<file path="src/rtl/acl_pkg.sv">
package acl_pkg;

    localparam logic [1:0] FUNC_RESOLVE = 2'd0;
    localparam logic [1:0] FUNC_LEARN   = 2'd1;
    localparam logic [1:0] FUNC_ARP     = 2'd2;
    localparam logic [1:0] FUNC_UNUSED  = 2'd3;

    localparam logic [2:0] ST_HIT_RESOLVED = 3'd0;
    localparam logic [2:0] ST_HIT_WAITING  = 3'd1;
    localparam logic [2:0] ST_NEW_WAITING  = 3'd2;
    localparam logic [2:0] ST_STORED       = 3'd3;
    localparam logic [2:0] ST_NOT_STORED   = 3'd4;
    localparam logic [2:0] ST_REJECTED     = 3'd5;

    localparam logic [1:0] KIND_FREE     = 2'd0;
    localparam logic [1:0] KIND_RESOLVED = 2'd1;
    localparam logic [1:0] KIND_WAITING  = 2'd2;

    localparam logic [1:0] MODE_HIT   = 2'd0;
    localparam logic [1:0] MODE_FRONT = 2'd1;
    localparam logic [1:0] MODE_BACK  = 2'd2;

    localparam logic [15:0] ARP_OP_REQUEST = 16'd1;
    localparam logic [15:0] ARP_OP_REPLY   = 16'd2;
    localparam logic [15:0] ARP_HTYPE_ETH  = 16'd1;
    localparam logic [15:0] ARP_PTYPE_IPV4 = 16'h0800;
    localparam logic [7:0]  ARP_HLEN       = 8'd6;
    localparam logic [7:0]  ARP_PLEN       = 8'd4;

    typedef struct packed {
        logic [1:0]  func;
        logic [31:0] peer_ip;
        logic [47:0] peer_mac;
        logic        force_req;
        logic [31:0] dest_ip;
        logic [15:0] arp_opcode;
        logic [15:0] hw_type;
        logic [15:0] proto_type;
        logic [7:0]  hw_len;
        logic [7:0]  proto_len;
    } acl_req_t;

    typedef struct packed {
        logic [2:0]  status;
        logic [47:0] mac_out;
        logic        send_reply;
        logic        flush_queued;
    } acl_rsp_t;

    // Datapath commands issued by the controller.
    typedef struct packed {
        logic scan_start;   // clear scan results and start at entry zero
        logic scan_step;    // compare one entry and advance
        logic rank_start;
        logic rank_step;    // adjust one entry's rank and advance
        logic commit;       // write the chosen entry
    } acl_cmd_t;

    // Datapath status returned to the controller.
    typedef struct packed {
        logic scan_last;
        logic rank_last;
        logic hit;
        logic hit_waiting;
        logic have_free;
        logic have_lru;
    } acl_sts_t;

endpackage

</file>
<file path="src/rtl/acl_ctrl.sv">
module acl_ctrl (
    input  logic               aclk,
    input  logic               aresetn,
    input  logic [31:0]        own_ip,
    input  logic               s_valid,
    output logic               s_ready,
    input  acl_pkg::acl_req_t  s_data,
    output logic               m_valid,
    input  logic               m_ready,
    output acl_pkg::acl_rsp_t  m_data,
    output acl_pkg::acl_req_t  req,
    output logic [1:0]         mode,
    output logic               evict,
    output acl_pkg::acl_cmd_t  cmd,
    input  acl_pkg::acl_sts_t  sts,
    input  logic [47:0]        hit_mac
);

    localparam logic [2:0] S_IDLE     = 3'd0;
    localparam logic [2:0] S_SCAN     = 3'd1;
    localparam logic [2:0] S_DECIDE   = 3'd2;
    localparam logic [2:0] S_RANK     = 3'd3;
    localparam logic [2:0] S_COMMIT   = 3'd4;
    localparam logic [2:0] S_OUT      = 3'd5;
    localparam logic [2:0] S_SCAN_END = 3'd6;
    localparam logic [2:0] S_RANK_END = 3'd7;

    logic [2:0] state_reg, state_next;
    acl_pkg::acl_req_t req_reg;
    acl_pkg::acl_rsp_t rsp_reg, rsp_next;
    logic [1:0] mode_reg, mode_next;
    logic evict_reg, evict_next;
    logic valid_reg, valid_next;
    logic hdr_ok, force_eff, is_req;

    assign req     = req_reg;
    assign mode    = mode_reg;
    assign evict   = evict_reg;
    assign m_valid = valid_reg;
    assign m_data  = rsp_reg;
    assign s_ready = state_reg == S_IDLE && !valid_reg;

    assign hdr_ok = req_reg.hw_type == acl_pkg::ARP_HTYPE_ETH
        && req_reg.proto_type == acl_pkg::ARP_PTYPE_IPV4
        && req_reg.hw_len == acl_pkg::ARP_HLEN && req_reg.proto_len == acl_pkg::ARP_PLEN
        && (req_reg.arp_opcode == acl_pkg::ARP_OP_REQUEST
            || req_reg.arp_opcode == acl_pkg::ARP_OP_REPLY);
    assign force_eff = req_reg.func == acl_pkg::FUNC_RESOLVE || (req_reg.func == acl_pkg::FUNC_LEARN
        ? req_reg.force_req : req_reg.dest_ip == own_ip);
    assign is_req = req_reg.func == acl_pkg::FUNC_ARP && req_reg.dest_ip == own_ip
        && req_reg.arp_opcode == acl_pkg::ARP_OP_REQUEST && hdr_ok;

    always_comb begin
        state_next = state_reg;
        rsp_next   = rsp_reg;
        mode_next  = mode_reg;
        evict_next = evict_reg;
        valid_next = valid_reg;
        cmd        = '0;
        if (valid_reg && m_ready) begin
            valid_next = 1'b0;
        end
        case (state_reg)
            S_IDLE: begin
                if (s_valid && s_ready && s_data.func != acl_pkg::FUNC_UNUSED) begin
                    cmd.scan_start = 1'b1;
                    state_next = S_SCAN;
                end
            end
            S_SCAN: begin
                cmd.scan_step = 1'b1;
                if (sts.scan_last) begin
                    state_next = S_SCAN_END;
                end
            end
            S_SCAN_END: begin
                state_next = S_DECIDE;
            end
            S_DECIDE: begin
                rsp_next = '0;
                rsp_next.send_reply = is_req;
                evict_next = 1'b0;
                cmd.rank_start = 1'b1;
                state_next = S_RANK;
                if (req_reg.func == acl_pkg::FUNC_ARP && !hdr_ok) begin
                    rsp_next.status = acl_pkg::ST_REJECTED;
                    state_next = S_OUT;
                end else if (sts.hit) begin
                    mode_next = acl_pkg::MODE_HIT;
                    if (req_reg.func == acl_pkg::FUNC_RESOLVE) begin
                        rsp_next.status  = sts.hit_waiting ? acl_pkg::ST_HIT_WAITING
                                                           : acl_pkg::ST_HIT_RESOLVED;
                        rsp_next.mac_out = sts.hit_waiting ? 48'd0 : hit_mac;
                    end else begin
                        rsp_next.status = acl_pkg::ST_STORED;
                        rsp_next.flush_queued = 1'b1;
                    end
                end else if (!sts.have_free && !(force_eff && sts.have_lru)) begin
                    rsp_next.status = acl_pkg::ST_NOT_STORED;
                    state_next = S_OUT;
                end else begin
                    evict_next = !sts.have_free;
                    if (req_reg.func == acl_pkg::FUNC_RESOLVE) begin
                        mode_next = acl_pkg::MODE_BACK;
                        rsp_next.status = acl_pkg::ST_NEW_WAITING;
                        state_next = S_COMMIT;
                    end else begin
                        mode_next = acl_pkg::MODE_FRONT;
                        rsp_next.status = acl_pkg::ST_STORED;
                    end
                end
            end
            S_RANK: begin
                cmd.rank_step = 1'b1;
                if (sts.rank_last) begin
                    state_next = S_RANK_END;
                end
            end
            S_RANK_END: begin
                state_next = S_COMMIT;
            end
            S_COMMIT: begin
                cmd.commit = 1'b1;
                state_next = S_OUT;
            end
            S_OUT: begin
                if (!valid_reg) begin
                    valid_next = 1'b1;
                    state_next = S_IDLE;
                end
            end
            default: state_next = S_IDLE;
        endcase
    end

    always_ff @(posedge aclk) begin
        if (!aresetn) begin
            state_reg <= S_IDLE;
            valid_reg <= 1'b0;
            mode_reg  <= acl_pkg::MODE_HIT;
            evict_reg <= 1'b0;
        end else begin
            state_reg <= state_next;
            valid_reg <= valid_next;
            mode_reg  <= mode_next;
            evict_reg <= evict_next;
        end
        rsp_reg <= rsp_next;
        if (s_valid && s_ready) begin
            req_reg <= s_data;
        end
    end

    a_ready_idle: assert property (@(posedge aclk) disable iff (!aresetn)
        s_ready |-> state_reg == S_IDLE) else $error("ready outside idle");
    a_commit_after: assert property (@(posedge aclk) disable iff (!aresetn)
        cmd.commit |=> state_reg == S_OUT) else $error("commit sequencing");
    a_valid_from_out: assert property (@(posedge aclk) disable iff (!aresetn)
        $rose(valid_reg) |-> $past(state_reg) == S_OUT) else $error("stray beat");

endmodule

</file>
<file path="config.mk">
export PLATFORM = sky130hd
export DESIGN_NAME = acl_ctrl
export DESIGN_NICKNAME = d
export VERILOG_FILES = /design/src/rtl/acl_pkg.sv /design/src/rtl/acl_ctrl.sv
export SDC_FILE = /design/constraint.sdc
export NUM_CORES = 1
export LEC_CHECK = 0
export BUFFER_PORTS_ARGS = -buffer_cell sky130_fd_sc_hd__buf_4
export CAP_MARGIN = 20
export CORE_AREA = 2 2 197 199
export DETAILED_ROUTE_END_ITERATION = 16
export DIE_AREA = 0 0 199 201
export PLACE_DENSITY = 0.5
export REMOVE_ABC_BUFFERS = 1
export SETUP_SLACK_MARGIN = 0.1
export SLEW_MARGIN = 20
export SYNTH_ARGS = -nofsm -noshare
export SYNTH_HDL_FRONTEND = slang
export SYNTH_SLANG_ARGS = --single-unit
</file>
<file path="constraint.sdc">
create_clock -name aclk -period 14.2 [get_ports aclk]
set_clock_uncertainty 0.15 [all_clocks]
set_input_delay 2.84 -clock aclk [delete_from_list [all_inputs] [get_ports aclk]]
set_output_delay 2.84 -clock aclk [all_outputs]
set_load 0.02 [all_outputs]
</file>
Yosys cells after proc, flatten, opt, wreduce, memory -nomap -nowiden
Cells that the tools add are included.
Widths: inputs -> output; s select.

word-level totals
  output and inout port bits = 242
  logic and storage cells = 100
  bits in registers = 239
  bits of input ports = 269

cells by class
  eq/ne operators = 22
  multiplexer cells = 31
  bitwise gates (word level) = 3
  reductions and logical operators = 26

operators with widths
  cell                  count
  $eq 16x1->1 const B   2
  $eq 32x32->1          1
  $mux 3                10
  $pmux 3 s8            1
  $eq 16x12->1 const B  1
  $eq 16x2->1 const B   1
  $eq 8x3->1 const B    2
  $mux 1                16
  $logic_and 1x1->1     14
  $eq 3x3->1 const B    4
  $ne 2x2->1 const B    5
  $mux 2                4
  $eq 3x2->1 const B    2
  $logic_not 1->1       4
  $reduce_and 4->1      1
  $reduce_or 4->1       1
  $eq 3x1->1 const B    1
  $logic_not 3->1       1
  $not 1->1             3
  $reduce_and 3->1      1
  $eq 2x1->1 const B    1
  $eq 2x2->1 const B    1
  $logic_not 2->1       1
  $logic_or 1x1->1      2
  other kinds (2)       2

Logic depth before layout (Yosys ltp)
  word-level depth = 10
  mapped depth = 8
  gate-level depth less buffers = 7

Worst setup path before layout
No wires, ideal clock.

  path kind = input to output
  start = input s_valid
  end = output cmd[4] in the netlist's numbering
  arrival time = 7699 ps
  path slack = 3511 ps
  buffers on the path = 0
  cell stages on the path = 2
  required time = 11210 ps
  path through = and2_1 > a21boi_0

RTL lines
  element             line            RTL
  start: declaration  acl_ctrl.sv:5   input logic s_valid,
  end: declaration    acl_ctrl.sv:14  output acl_pkg::acl_cmd_t cmd,

==> results.py <==
metrics = {
    "cells_and_area": {
        "drive_gt1_share_pct": 57.2,
        "final-seq-area_sq_um": 7110,
        "fin_cells": 1501,
        "final_common_cell": "buf_4",
        "multi_input_area_sq_um": 1190,
        "nFillCells": 3726,
        "final_cell_mix": "514 x buf_4, 232 x edfxtp_1, 50 x and2_1",
        "final_area_sq_um": 13700,
        "syn_to_final_growth_pct": 64.1,
        "nNetsFinal": 1232,
        "largest_reg_flops": 179,
    },
    "grt": {
        "grt_pass1_vias": 6249,
        "gr-usage-all-layers_pct": 13.3,
        "grt_pass1_wl_mm": 39.5,
        "gr-total-overflow": 0,
        "antenna_found_initial": 1,
        "grt_max_degree": 73,
    },
    "clocking": {
        "clk_latency_ns": 0.54,
        "cts_hold_buf": 0,
        "cts_tree": "done",
        "cts_resized": 0,
        "cts_buffers": 28,
        "cts_setup_buffers": 0,
        "cts.sinks": 239,
        "clk_pin_slew_ns": 0.06,
        "cts_buffer_depth": 3,
        "cts.root.buffer_cell": "clkbuf_16",
        "cts-htree-levels": 1,
    },
    "timing": {
        "max_slew.worst_pin.slew_ns": 0.906,
        "slew_viol_final": 0,
        "fmax_mhz": 140,
        "rsz0062_at_grt": "false",
        "slew_headroom_pct": 39.6,
        "setup_slack_ns": 7.06,
        "setup_viol": 0,
        "hold_slack_ns": 0.310,
        "fin_crit_sh_pct": 50.3,
        "hold_viol_final": 0,
        "setup_tns_ns": 0,
        "layout_min_cycle_time_ns": 7.14,
    },
    "place": {
        "port_buffers": 510,
        "dp_slack_ns": 7.03,
        "place.gp.congestion": 0.822,
        "place_area_sq_um": 12800,
        "dp.cells": 1451,
        "hpwlAfterDp_mm": 21.7,
    },
    "route": {
        "drt-pass1-iter-count": 4,
        "wl_met2_mm": 14.0,
        "maxUsedRoutingLayer": "met4",
        "drcViolationCount": 0,
        "wirelength_met1_mm": 10.1,
        "routed_wl_mm": 27.6,
        "viasPerCell": 3.88,
        "ant_nets": 0,
        "drt_iter0_markers": 289,
        "drt-wirelength-per-cell_microns": 18.4,
        "wl_met3_mm": 2.94,
        "vias": 5827,
    },
    "yosys": {
        "synth.area.top_cells": "edfxtp_1 84%, and2_1 3.8%, xnor2_1 3.4%",
        "synth_seq_cells": 239,
        "yosys_warnings": 0,
        "synthCells": 427,
        "syn_area_sq_um": 8340,
        "synth_area_leader_cell": "edfxtp_1",
        "yosysUniqueCellTypes": 35,
        "ys_seq_area_share_pct": 85.2,
        "synth.avg_cell_area_sq_um": 19.5,
        "synth_top_area_share_pct": 83.5,
    },
    "floorplanning": {
        "ios": 511,
        "num_rows": 72,
        "core_area_sq_um": 38100,
        "die_h_microns": 201,
        "start_util_pct": 21.9,
        "die_area_sq_um": 40000,
        "die_w_microns": 199,
    },
    "power": {
        "leakagePower_nw": 5.53,
        "power_density_nw_per_um2": 174,
        "ir_worst_vdd_uv": 112,
    },
    "setup_path": {
        "end_kind": "output port",
        "cp-start-kind": "primary input",
        "path_cells": "buf_4 > and2_4 > a21boi_0 > buf_4",
        "path_class": "primary input to output port",
        "path_buf_inv": 2,
        "required_ns": 11.21,
        "cp_common_cell": "buf_4",
        "cp_max_fo": 46,
        "cp.arrival_ns": 4.15,
        "cp_slowest_stage_delay_ns": 0.54,
        "critical_path.top_delay_family": "simple AND/OR/NAND/NOR gates",
        "cp_slowest_cell": "and2_4",
    },
    "hold_path": {
        "min_path_type": "flop to flop",
    },
    "run": {
        "drv_cap": 0,
    },
    "status": {
        "status": "completed",
    },
}
[final cells by class]
type                            count  share of cell area, %
Tap cell                          518                   4.73
Inverter                            6                  0.164
Sequential cell                   239                   51.9
Antenna cell                        1                 0.0183
Clock buffer                       34                   5.44
Multi-Input combinational cell    174                   8.68
Timing Repair Buffer              514                   28.2
Clock inverter                     15                  0.886
[Yosys cell counts]
| master | n |
|---|---|
| a41oi_1 | 1 |
| dfxtp_1 | 7 |
| or4_4 | 1 |
| and2_1 | 51 |
| o21bai_1 | 1 |
| edfxtp_1 | 232 |
| nand4b_1 | 1 |
| nand4_1 | 11 |
| o221a_2 | 1 |
| nor4_4 | 1 |
| a21boi_0 | 2 |
| o21ai_0 | 3 |
| clkbuf_1 | 8 |
| nand3b_1 | 2 |
| a211oi_1 | 3 |
| nor3_1 | 6 |
| a211o_1 | 1 |
| nor4b_2 | 2 |
| or2_1 | 1 |
| nor4b_1 | 3 |
| xor2_1 | 1 |
| mux2_2 | 1 |
| or4_1 | 1 |
| nand2b_1 | 1 |
| nor2_1 | 9 |
| nand3_1 | 5 |
| nor4_1 | 15 |
| inv_1 | 6 |
| a311oi_1 | 1 |
| and3_1 | 1 |
| xnor2_1 | 32 |
| a21oi_1 | 4 |
| nand2_1 | 9 |
| o211ai_1 | 1 |
| nor3b_1 | 2 |
[path summary, 6_finish.rpt]
check / start / end / slack (ns) / cells after the start
worst min-delay path: evict / evict / 0.31 / 2
worst min register to register: evict / evict / 0.31 / 2
worst max-delay path: s_valid / cmd[4] / 7.06 / 4
worst max register to register: state_reg[2] / req[108] / 10.28 / 4
[worst register-to-register path, delay by kind of cell, from the launching register on]
kind          cells  cell delay [ns]
buf+inv           2             1.62
flops             1             0.43
simple gates      2             1.24
[metrics by stage]
step | utilization, % | power, mW
after floorplan | - | 1.40
after global placement | 33.7 | 1.73
after detailed placement | 33.7 | 1.73
after CTS | 35.9 | 2.43
after global routing | 35.9 | 2.50
final | 35.9 | 2.39
[cells by family after synthesis]
| kind of cell | count (synthesis) | share of synthesized area [%] |
|---|---|---|
| AO/OA/AOI/OAI | 18 | 1.50 |
| XOR/XNOR | 33 | 3.46 |
| buffers and inverters | 14 | 0.630 |
| flip-flops | 239 | 85.2 |
| multiplexers | 1 | 0.135 |
| AND/OR/NAND/NOR | 122 | 9.09 |
[per-layer routing]
metal	global-route usage (%)	vias to the layer above
met5	0	-
met4	3.89	0
met3	5.34	39
met2	23.0	295
met1	15.0	2767
li1	-	2726
[report_power, final]
group	internal, mW	switching, mW	total, mW
Combinational	0.253	0.386	0.639
Sequential	0.981	0.0871	1.07
Clock	0.405	0.275	0.680
No activity file was read; power rests on OpenSTA's default activity.
